--- src/hdl/tfp_pkg.sv ---
// Shared types and character constants for the telemetry frame parser.
package tfp_pkg;

  // Frame delimiters and digit bounds (ASCII)
  localparam logic [7:0] CharStart = 8'h3C;  // '<'
  localparam logic [7:0] CharSep   = 8'h2C;  // ','
  localparam logic [7:0] CharEnd   = 8'h3E;  // '>'
  localparam logic [7:0] CharSpace = 8'h20;  // ' '
  localparam logic [7:0] CharZero  = 8'h30;  // '0'
  localparam logic [7:0] CharNine  = 8'h39;  // '9'

  // Frame layout, by kept-character position ('<' is position 0)
  localparam logic [4:0] PosFirst    = 5'd1;
  localparam logic [4:0] PosSepA     = 5'd2;
  localparam logic [4:0] PosChargeLo = 5'd3;
  localparam logic [4:0] PosChargeHi = 5'd4;
  localparam logic [4:0] PosSepB     = 5'd5;
  localparam logic [4:0] PosMinLo    = 5'd6;
  localparam logic [4:0] PosMinHi    = 5'd8;
  localparam logic [4:0] PosSepC     = 5'd9;
  localparam logic [4:0] PosRpmLo    = 5'd10;
  localparam logic [4:0] FrameLast   = 5'd15;

  // One decoded frame
  typedef struct packed {
    logic        frame_valid;
    logic [6:0]  charge_percent;
    logic [9:0]  remaining_minutes;
    logic [16:0] rotor_rpm;
  } tfp_result_t;

endpackage

--- src/hdl/tfp_parse.sv ---
// Frame parser: position tracking, field checks and decimal accumulation.
module tfp_parse
  import tfp_pkg::*;
(
  input  logic        clk,
  input  logic        rst_n,
  input  logic        step,      // commit the current character
  input  logic [7:0]  rx_char,
  output logic        emit,      // current character completes a frame
  output tfp_result_t result
);

  logic        in_frame_r, in_frame_nxt;
  logic [4:0]  char_position_r, char_position_nxt;
  logic        frame_ok_r, frame_ok_nxt;
  logic [6:0]  charge_accum_r, charge_accum_nxt;
  logic [9:0]  minutes_accum_r, minutes_accum_nxt;
  logic [16:0] rpm_accum_r, rpm_accum_nxt;

  logic        is_digit;
  logic [3:0]  digit;
  logic        ok_chk;
  logic [6:0]  charge_x10;
  logic [9:0]  minutes_x10;
  logic [16:0] rpm_x10;

  assign is_digit = (rx_char >= CharZero) && (rx_char <= CharNine);
  assign digit    = 4'(rx_char - CharZero);

  // times ten as shift-and-add, wrapping at field width
  assign charge_x10  = (charge_accum_r << 3) + (charge_accum_r << 1);
  assign minutes_x10 = (minutes_accum_r << 3) + (minutes_accum_r << 1);
  assign rpm_x10     = (rpm_accum_r << 3) + (rpm_accum_r << 1);

  // per-character update
  always_comb begin
    in_frame_nxt      = in_frame_r;
    char_position_nxt = char_position_r;
    frame_ok_nxt      = frame_ok_r;
    charge_accum_nxt  = charge_accum_r;
    minutes_accum_nxt = minutes_accum_r;
    rpm_accum_nxt     = rpm_accum_r;
    ok_chk            = frame_ok_r;
    emit              = 1'b0;

    priority if (rx_char == CharStart) begin
      in_frame_nxt      = 1'b1;
      char_position_nxt = PosFirst;
      frame_ok_nxt      = 1'b1;
      charge_accum_nxt  = '0;
      minutes_accum_nxt = '0;
      rpm_accum_nxt     = '0;
    end else if (in_frame_r && (rx_char != CharSpace)) begin
      priority if ((char_position_r == PosSepA) || (char_position_r == PosSepB) ||
                   (char_position_r == PosSepC)) begin
        if (rx_char != CharSep) ok_chk = 1'b0;
      end else if (char_position_r >= FrameLast) begin
        if (rx_char != CharEnd) ok_chk = 1'b0;
      end else if (char_position_r == '0) begin
        ok_chk = 1'b0;
      end else if (!is_digit) begin
        ok_chk = 1'b0;
      end else begin
        priority if ((char_position_r == PosChargeLo) ||
                     (char_position_r == PosChargeHi)) begin
          charge_accum_nxt = charge_x10 + 7'(digit);
        end else if ((char_position_r >= PosMinLo) &&
                     (char_position_r <= PosMinHi)) begin
          minutes_accum_nxt = minutes_x10 + 10'(digit);
        end else if (char_position_r >= PosRpmLo) begin
          rpm_accum_nxt = rpm_x10 + 17'(digit);
        end else begin
          // leading digit: checked only
        end
      end
      frame_ok_nxt = ok_chk;

      if (char_position_r < FrameLast) begin
        char_position_nxt = char_position_r + 5'd1;
      end else begin
        emit              = 1'b1;
        in_frame_nxt      = 1'b0;
        char_position_nxt = '0;
        frame_ok_nxt      = 1'b1;
        charge_accum_nxt  = '0;
        minutes_accum_nxt = '0;
        rpm_accum_nxt     = '0;
      end
    end else begin
      // outside a frame or a space: nothing changes
    end
  end

  // decoded result, zeroed on reject
  always_comb begin
    result.frame_valid       = ok_chk;
    result.charge_percent    = ok_chk ? charge_accum_r  : '0;
    result.remaining_minutes = ok_chk ? minutes_accum_r : '0;
    result.rotor_rpm         = ok_chk ? rpm_accum_r     : '0;
  end

  // parser state
  always_ff @(posedge clk) begin
    if (!rst_n) begin
      in_frame_r      <= 1'b0;
      char_position_r <= '0;
      frame_ok_r      <= 1'b1;
      charge_accum_r  <= '0;
      minutes_accum_r <= '0;
      rpm_accum_r     <= '0;
    end else if (step) begin
      in_frame_r      <= in_frame_nxt;
      char_position_r <= char_position_nxt;
      frame_ok_r      <= frame_ok_nxt;
      charge_accum_r  <= charge_accum_nxt;
      minutes_accum_r <= minutes_accum_nxt;
      rpm_accum_r     <= rpm_accum_nxt;
    end
  end

  // a completed frame returns the parser to hunting
  a_emit_ends_frame: assert property (@(posedge clk) disable iff (!rst_n)
    step && emit |=> !in_frame_r && (char_position_r == '0))
    else $error("parser still in frame after completing one");

  // position never runs past the end marker
  a_pos_bounded: assert property (@(posedge clk) disable iff (!rst_n)
    char_position_r <= FrameLast)
    else $error("char position out of range");

  // hunting implies position zero
  a_hunt_pos_zero: assert property (@(posedge clk) disable iff (!rst_n)
    !in_frame_r |-> (char_position_r == '0))
    else $error("position nonzero while hunting");

  // emission only from the last position
  a_emit_at_end: assert property (@(posedge clk) disable iff (!rst_n)
    emit |-> in_frame_r && (char_position_r == FrameLast))
    else $error("result emitted before end of frame");

endmodule

--- src/hdl/tfp_out_reg.sv ---
// Output register holding one decoded frame until the consumer takes it.
module tfp_out_reg
  import tfp_pkg::*;
(
  input  logic        clk,
  input  logic        rst_n,
  input  logic        load,
  input  tfp_result_t load_data,
  output logic        can_load,
  output logic        out_valid,
  input  logic        out_ready,
  output tfp_result_t out_data
);

  logic        valid_r;
  tfp_result_t data_r;

  assign can_load  = !valid_r || out_ready;
  assign out_valid = valid_r;
  assign out_data  = data_r;

  // valid flag
  always_ff @(posedge clk) begin
    if (!rst_n) begin
      valid_r <= 1'b0;
    end else if (load) begin
      valid_r <= 1'b1;
    end else if (out_ready) begin
      valid_r <= 1'b0;
    end
  end

  // payload
  always_ff @(posedge clk) begin
    if (load) begin
      data_r <= load_data;
    end
  end

  // a rejected frame carries all-zero numbers
  a_reject_zero: assert property (@(posedge clk) disable iff (!rst_n)
    valid_r && !data_r.frame_valid |->
      (data_r.charge_percent == '0) && (data_r.remaining_minutes == '0) &&
      (data_r.rotor_rpm == '0))
    else $error("rejected frame with nonzero fields");

  // loads only when there is room
  a_no_overwrite: assert property (@(posedge clk) disable iff (!rst_n)
    load |-> can_load)
    else $error("result register overwritten before transfer");

  // a valid flag is raised only by a load
  a_valid_source: assert property (@(posedge clk) disable iff (!rst_n)
    $rose(valid_r) |-> $past(load))
    else $error("result valid without load");

endmodule

--- src/hdl/telemetry_frame_parser_core.sv ---
// Top level of the telemetry frame parser: input register, parser, result register.
//
// Accepts one received character per clock and recognizes frames of the form
// <d,dd,ddd,ddddd>. A '<' always restarts a frame, spaces inside a frame are
// skipped and characters outside a frame are dropped. On the closing sixteenth
// character one result transfer is produced: frame_valid and the decoded charge,
// minutes and rpm (all zero on a rejected frame). Sustained throughput is one
// character per cycle, as the parser checks and accumulates each character in
// combinational logic. The closing character is held in the input register, then
// its result is loaded into the result register and offered. in_ready stays high
// while the result register is empty or being drained, so only a stall on the
// result side with a pending frame end holds the input back.
module telemetry_frame_parser_core
  import tfp_pkg::*;
(
  input  logic        clk,
  input  logic        rst_n,
  input  logic        in_valid,
  output logic        in_ready,
  input  logic [7:0]  in_rx_char,
  output logic        out_valid,
  input  logic        out_ready,
  output logic        out_frame_valid,
  output logic [6:0]  out_charge_percent,
  output logic [9:0]  out_remaining_minutes,
  output logic [16:0] out_rotor_rpm
);

  logic        in_vld_r;
  logic [7:0]  in_char_r;
  logic        emit;
  logic        can_load;
  logic        advance;
  tfp_result_t parse_res;
  tfp_result_t out_data;

  // the held character retires unless it ends a frame and the output is full
  assign advance  = in_vld_r && (!emit || can_load);
  assign in_ready = !in_vld_r || advance;

  // input register
  always_ff @(posedge clk) begin
    if (!rst_n) begin
      in_vld_r <= 1'b0;
    end else if (in_ready) begin
      in_vld_r <= in_valid;
    end
  end

  always_ff @(posedge clk) begin
    if (in_ready && in_valid) begin
      in_char_r <= in_rx_char;
    end
  end

  tfp_parse u_parse (
    .clk     (clk),
    .rst_n   (rst_n),
    .step    (advance),
    .rx_char (in_char_r),
    .emit    (emit),
    .result  (parse_res)
  );

  tfp_out_reg u_out_reg (
    .clk       (clk),
    .rst_n     (rst_n),
    .load      (advance && emit),
    .load_data (parse_res),
    .can_load  (can_load),
    .out_valid (out_valid),
    .out_ready (out_ready),
    .out_data  (out_data)
  );

  assign out_frame_valid       = out_data.frame_valid;
  assign out_charge_percent    = out_data.charge_percent;
  assign out_remaining_minutes = out_data.remaining_minutes;
  assign out_rotor_rpm         = out_data.rotor_rpm;

endmodule
--- config.mk ---
export PLATFORM = sky130hd
export DESIGN_NAME = telemetry_frame_parser_core
export DESIGN_NICKNAME = d
export VERILOG_FILES = /design/src/hdl/tfp_pkg.sv /design/src/hdl/tfp_parse.sv /design/src/hdl/tfp_out_reg.sv /design/src/hdl/telemetry_frame_parser_core.sv
export SDC_FILE = /design/constraint.sdc
export NUM_CORES = 1
export LEC_CHECK = 0
export BUFFER_PORTS_ARGS = -buffer_cell sky130_fd_sc_hd__buf_2
export CAP_MARGIN = 40
export CORE_MARGIN = 3
export CORE_UTILIZATION = 50
export CTS_CLUSTER_DIAMETER = 30
export DETAILED_ROUTE_END_ITERATION = 8
export PLACE_DENSITY = 0.84
export SYNTH_ARGS = -nofsm -noshare
export SYNTH_HDL_FRONTEND = slang
export SYNTH_SLANG_ARGS = --single-unit
--- constraint.sdc ---
create_clock -name clk -period 4 [get_ports clk]
set_input_delay 0.2 -clock clk [delete_from_list [all_inputs] [get_ports clk]]
set_output_delay 0.2 -clock clk [all_outputs]
set_load 0.1 [all_outputs]
Yosys cells after proc, flatten, opt, wreduce, memory -nomap -nowiden
Cells that the tools add are included.
{"block": "word_totals", "wordCells": 119, "inputBits": 12, "out_inout_bits": 37, "reg_bits": 86}
{"block": "op_classes", "add_sub_neg": 8, "n_reduce_logical": 23, "n_mux": 49, "order_cmp": 7, "n_eq_ne": 19}
{"op": "17-bit two-way mux", "n": 10}
{"op": "10-bit two-way mux", "n": 9}
{"op": "7-bit two-way mux", "n": 8}
{"op": "8-bit by 6-bit != test with 1-bit output, second input constant", "n": 3}
{"op": "1-bit two-way mux", "n": 19}
{"op": "17-bit adder", "n": 1}
{"op": "17-bit by 4-bit adder with 17-bit output", "n": 1}
{"op": "5-bit two-way mux", "n": 3}
{"op": "3-bit by 2-bit != test with 1-bit output, second input constant", "n": 5}
{"op": "3-bit by 1-bit != test with 1-bit output, second input constant", "n": 4}
{"op": "10-bit adder", "n": 1}
{"op": "10-bit by 4-bit adder with 10-bit output", "n": 1}
{"op": "5-bit by 2-bit == test with 1-bit output, second input constant", "n": 2}
{"op": "5-bit by 3-bit == test with 1-bit output, second input constant", "n": 2}
{"op": "5-bit by 4-bit greater-or-equal comparator with 1-bit output, second input constant", "n": 2}
{"op": "9-bit AND reduction", "n": 1}
{"op": "8-bit by 6-bit == test with 1-bit output, second input constant", "n": 1}
{"op": "8-bit by 6-bit greater-or-equal comparator with 1-bit output, second input constant", "n": 1}
{"op": "8-bit by 6-bit less-or-equal comparator with 1-bit output, second input constant", "n": 1}
{"op": "8-bit AND reduction", "n": 1}
{"op": "7-bit by 4-bit adder with 7-bit output", "n": 1}
{"op": "7-bit adder", "n": 1}
{"op": "7-bit AND reduction", "n": 1}
{"op": "1-bit logical AND", "n": 6}
{"op": "13 further kinds", "n": 21}

Longest topological paths before layout
{"block": "depth", "word_depth": 12, "ltp_mapped": 10, "depth_no_buf": 10}

By module
Synthesis repeated with hierarchy kept, for this count alone.
{"block": "hier_totals", "hier_cells": 481, "hier_area_um2": 5098.6}
{"module": "tfp_parse", "n_inst": 1, "area_each_um2": 3676.0, "seq_area_each_um2": 820.8, "cells_each": 426}
{"module": "tfp_out_reg", "n_inst": 1, "area_each_um2": 1099.8, "seq_area_each_um2": 1071.0, "cells_each": 39}
{"module": "telemetry_frame_parser_core", "n_inst": 1, "area_each_um2": 322.8, "seq_area_each_um2": 260.2, "cells_each": 16}

Least setup slack after synthesis
No wires, ideal clock.
{"block": "synth_path", "kind": "register to register", "from": "register in_char_r[2]", "to": "register u_out_reg.data_r, in the netlist u_out_reg.out_data[0] (enable)", "t_arrival_ps": 3473, "path_stages_with_launch": 5, "path_slack_ps": 57, "required_time_ps": 3529, "setup_time_ps": 471, "synth_period_minus_slack_ps": 3943, "path_buffers": 0, "path_cell_list": "edfxtp_1 > and3_1 > o2111ai_1 > nand3_1 > nor3_1"}
{"block": "synth_between", "elab_chain_len": 8, "elab_cells_between_ends": 9, "cone_classes": "eq/ne (2); mux (2); reduce/logical (5)"}
{"element": "start, declared", "line": "telemetry_frame_parser_core.sv:30", "source": "logic [7:0] in_char_r;"}
{"element": "start signal, assigned", "line": "telemetry_frame_parser_core.sv:52", "source": "in_char_r <= in_rx_char;"}
{"element": "8-bit by 6-bit != test with 1-bit output", "line": "tfp_parse.sv:53", "source": "end else if (in_frame_r && (rx_char != CharSpace)) begin"}
{"element": "1-bit logical AND", "line": "tfp_parse.sv:53"}
{"element": "1-bit two-way mux", "line": "tfp_parse.sv:53"}
{"element": "1-bit two-way mux (*)", "line": "tfp_parse.sv:46", "source": "priority if (rx_char == CharStart) begin"}
{"element": "1-bit logical NOT", "line": "telemetry_frame_parser_core.sv:38", "source": "assign advance = in_vld_r && (!emit || can_load);"}
{"element": "1-bit logical OR", "line": "telemetry_frame_parser_core.sv:38"}
{"element": "1-bit logical AND", "line": "telemetry_frame_parser_core.sv:38"}
{"element": "1-bit logical AND (*)", "line": "telemetry_frame_parser_core.sv:68", "source": ".load (advance && emit),"}
{"element": "named net u_out_reg.load", "line": "tfp_out_reg.sv:7", "source": "input logic load,"}
{"element": "end signal, assigned", "line": "tfp_out_reg.sv:36", "source": "data_r <= load_data;"}
{"element": "end, declared", "line": "tfp_out_reg.sv:16", "source": "tfp_result_t data_r;"}
Mark *: on every way through the listed nets, which the timed path passes. The rest lies on a longest branch.
A chain may end at the register's enable or synchronous reset.

Worst setup path in the final report
{"block": "layout_path", "from": "register in_char_r[3]", "to": "register u_parse.minutes_accum_r[9]"}
{"block": "layout_between", "elab_chain_len": 11, "elab_cells_between_ends": 30, "cone_classes": "add/sub (2); order compare (2); eq/ne (8); mux (11); reduce/logical (7)"}
{"element": "4-bit by 1-bit subtractor with 4-bit output", "line": "tfp_parse.sv:28", "source": "assign digit = 4'(rx_char - CharZero);"}
{"element": "10-bit by 4-bit adder with 10-bit output", "line": "tfp_parse.sv:69", "source": "minutes_accum_nxt = minutes_x10 + 10'(digit);"}
{"element": "10-bit two-way mux", "line": "tfp_parse.sv:67", "source": "end else if ((char_position_r >= PosMinLo) &&"}
{"element": "10-bit two-way mux", "line": "tfp_parse.sv:64", "source": "priority if ((char_position_r == PosChargeLo) ||"}
{"element": "10-bit two-way mux", "line": "tfp_parse.sv:61", "source": "end else if (!is_digit) begin"}
{"element": "10-bit two-way mux", "line": "tfp_parse.sv:59", "source": "end else if (char_position_r == '0) begin"}
{"element": "10-bit two-way mux", "line": "tfp_parse.sv:57", "source": "end else if (char_position_r >= FrameLast) begin"}
{"element": "10-bit two-way mux", "line": "tfp_parse.sv:54", "source": "priority if ((char_position_r == PosSepA) || (char_position_r == PosSepB) ||"}
{"element": "10-bit two-way mux", "line": "tfp_parse.sv:78", "source": "if (char_position_r < FrameLast) begin"}
{"element": "10-bit two-way mux", "line": "tfp_parse.sv:53"}
{"element": "10-bit two-way mux", "line": "tfp_parse.sv:46"}
{"element": "end signal, assigned", "line": "tfp_parse.sv:116", "source": "minutes_accum_r <= minutes_accum_nxt;"}
{"element": "end, declared", "line": "tfp_parse.sv:17", "source": "logic [9:0] minutes_accum_r, minutes_accum_nxt;"}
Parallel ways exist; a longest one is shown, timed or not. The select of a mux whose other input is x is not followed.

==> flow_summary.json <==
{
  "place_area_sq_um": 5630,
  "yosysTopAreaCell": "edfxtp_1",
  "ctsHtreeMaxLevel": 3,
  "finalCriticalPeriod_ps": 3000,
  "cts_resized": 0,
  "grt_usage_pct": 21.1,
  "nets": 672,
  "yosysMostFrequentCell": "nor2_1",
  "p_leak_nw": 2.40,
  "drtPass1Iterations": 7,
  "critPathKind": "flop to flop",
  "fmax_mhz": 334,
  "antenna_found_initial": 0,
  "ys_ff_latch": 86,
  "fillers": 828,
  "synth_area_leaders": "edfxtp_1 25%, dfxtp_1 16%, ha_1 13%",
  "grt_max_degree": 36,
  "rsz0062_at_grt": "false",
  "post-route-util_pct": 59.0,
  "register_area_sq_um": 2150,
  "cts_buffers": 9,
  "via_per_inst": 5.84,
  "dp_hpwl_mm": 8.63,
  "cp.arrival_ps": 3200,
  "fin_tns_setup_ps": 0,
  "areaGrowthSynthToFinish_pct": 12.5,
  "pwr_density_cell_nw_per_um2": 281,
  "max-vdd-ir-drop_v": 0.000213,
  "synthTopCellsByCount": "64 x nor2_1, 61 x nand2_1, 55 x ha_1",
  "synth_edf_count": 43,
  "maxSlewViolCount": 0,
  "synth_seq_area_share_pct": 41.0,
  "clock-sinks": 86,
  "grt_pass1_wl_mm": 19.7,
  "drive_above_1_share_pct": 13.4,
  "grt_overflow": 0,
  "route.detailed.drc": 0,
  "multi_input_area_sq_um": 2920,
  "clk_latency_ps": 370,
  "synth_top_area_share_pct": 24.6,
  "die_h_microns": 108,
  "status": "completed",
  "cp.required_ps": 4200,
  "start_kind": "flop",
  "drt-initial-drc-count": 281,
  "finalClockSkew_ps": 12.6,
  "io_pins": 49,
  "crit_fanout": 8,
  "period_share_pct": 74.9,
  "core_sq_um": 10000,
  "wl_per_cell_microns": 16.1,
  "cts_tree": "built",
  "synth_flop_cell": "edfxtp_1",
  "clock-root-buffer": "clkbuf_8",
  "die_x_microns": 108,
  "io_buffers": 48,
  "worst_pin_slew_ps": 723,
  "end_kind": "flop",
  "vias": 4307,
  "syn_nets": 622,
  "setup_viol": 0,
  "synth.cell_area_sq_um": 5250,
  "diodes": 0,
  "core.rowCount": 36,
  "routabilityCongestion": 0.899,
  "synth-warning-count": 0,
  "start_util_pct": 52.5,
  "yosysUniqueCellTypes": 59,
  "timing.slew.headroom_pct": 51.8,
  "clockBufferDepth": 2,
  "die-area_sq_um": 11800,
  "hold_viol": 0,
  "avgSynthCellArea_sq_um": 9.56,
  "final_cell_area_sq_um": 5900,
  "clkTransAtPathRegs_ps": 90,
  "grt_pass1_vias": 4217,
  "detail-route-antenna-nets": 0,
  "synth_cells": 549,
  "hold_class": "input port to flop",
  "synthArstFlopShare_pct": 0,
  "max_cap_violations": 0,
  "wl_mm": 11.8
}
## layout make-up
| cell class | count | share of cell area (%) |
|---|---|---|
| multi-input combinational | 417 | 49.4 |
| sequential | 86 | 36.4 |
| timing repair buffer | 59 | 6.06 |
| tap | 133 | 2.82 |
| clock buffer | 10 | 2.16 |
| inverter | 26 | 1.65 |
| clock inverter | 6 | 1.46 |
## metal layers
| metal | part of all wire, % | vias up | global-route usage (%) |
|---|---|---|---|
| li1 | - | 2068 | - |
| met5 | 0 | - | 0 |
| met2 | 50 | 165 | 35.4 |
| met1 | 41 | 2050 | 25.5 |
| met3 | 7.0 | 24 | 4.36 |
| met4 | 2.1 | 0 | 10.8 |
## kinds of logic after synthesis
kind of cell               after synthesis  share of synthesized area [%]
and+or+nand+nor                        202                           18.3
xor gates and xnor gates                23                           3.84
DFF                                     86                           41.0
adders and majority gates               61                           15.4
AOI/OAI and AO/OA                      120                           15.6
muxes                                   11                           2.14
buffers and inverters                   46                           3.67
## metrics by stage
stage	power, mW	worst slack, ps	hold WS [ps]	instances
final	1.66	1000	25.5	737
after floorplan	0.986	56.6	299	549
after global routing	1.71	716	16.6	737
after CTS	1.67	1000	0.582	736
after global placement	1.00	1170	378	714
after detailed placement	1.01	1060	378	715
## final timing paths
check,from,end,slack (ps),cells after the start
worst max-delay path,in_char_r[3],u_parse.minutes_accum_r[9],1000,10
worst min-delay path,in_rx_char[2],in_char_r[2],30,1
worst max register to register,in_char_r[3],u_parse.minutes_accum_r[9],1000,10
worst min register to register,u_parse.frame_ok_r,u_parse.frame_ok_r,470,1
## power by group
part | total [mW] | internal (mW) | switching [mW]
Combinational | 0.0589 | 0.0246 | 0.0343
Clock | 0.665 | 0.351 | 0.314
Sequential | 0.936 | 0.925 | 0.0114
## layout by cell type, fill, tap and decap left out, types with 6 or more instances in the layout
| master | n |
|---|---|
| a21o_1 | 12 |
| a21oi_1 | 44 |
| and2_1 | 8 |
| buf_2 | 48 |
| clkbuf_8 | 9 |
| dfxtp_1 | 43 |
| dlygate4sd3_1 | 6 |
| edfxtp_1 | 43 |
| fa_1 | 6 |
| ha_1 | 55 |
| inv_1 | 26 |
| mux2i_1 | 9 |
| nand2_1 | 61 |
| nand2b_1 | 9 |
| nand3_1 | 21 |
| nor2_1 | 64 |
| nor3_1 | 6 |
| o21a_1 | 6 |
| o21ai_0 | 14 |
| xnor2_1 | 17 |
| xor2_1 | 6 |
## sequential cells by signal, indices dropped and copies added (netlist names)
register                 count
u_parse.charge_accum_r       7
u_parse.in_frame_r           1
u_parse.char_position_r      5
in_char_r                    8
u_parse.frame_ok_r           1
u_out_reg.out_data          35
u_out_reg.out_valid          1
u_parse.rpm_accum_r         17
u_parse.minutes_accum_r     10
in_vld_r                     1
## what timing repair did
action	4_1_cts	5_1_grt
hold endpoints to repair	5	1
buffers inserted	0	0
endpoints found under the setup margin	0	0
hold buffers	5	1
## worst max-delay path, stage by stage, from the launching register on
cell and delay (ps):
edfxtp_1 450, inv_1 170, fa_1 610, inv_1 50, ha_1 310, a211oi_1 210, o21bai_1 140, a2111oi_0 480
nor3_1 140, xnor2_1 170, o22ai_1 110
Note: power is estimated with default switching activity, not from simulation.
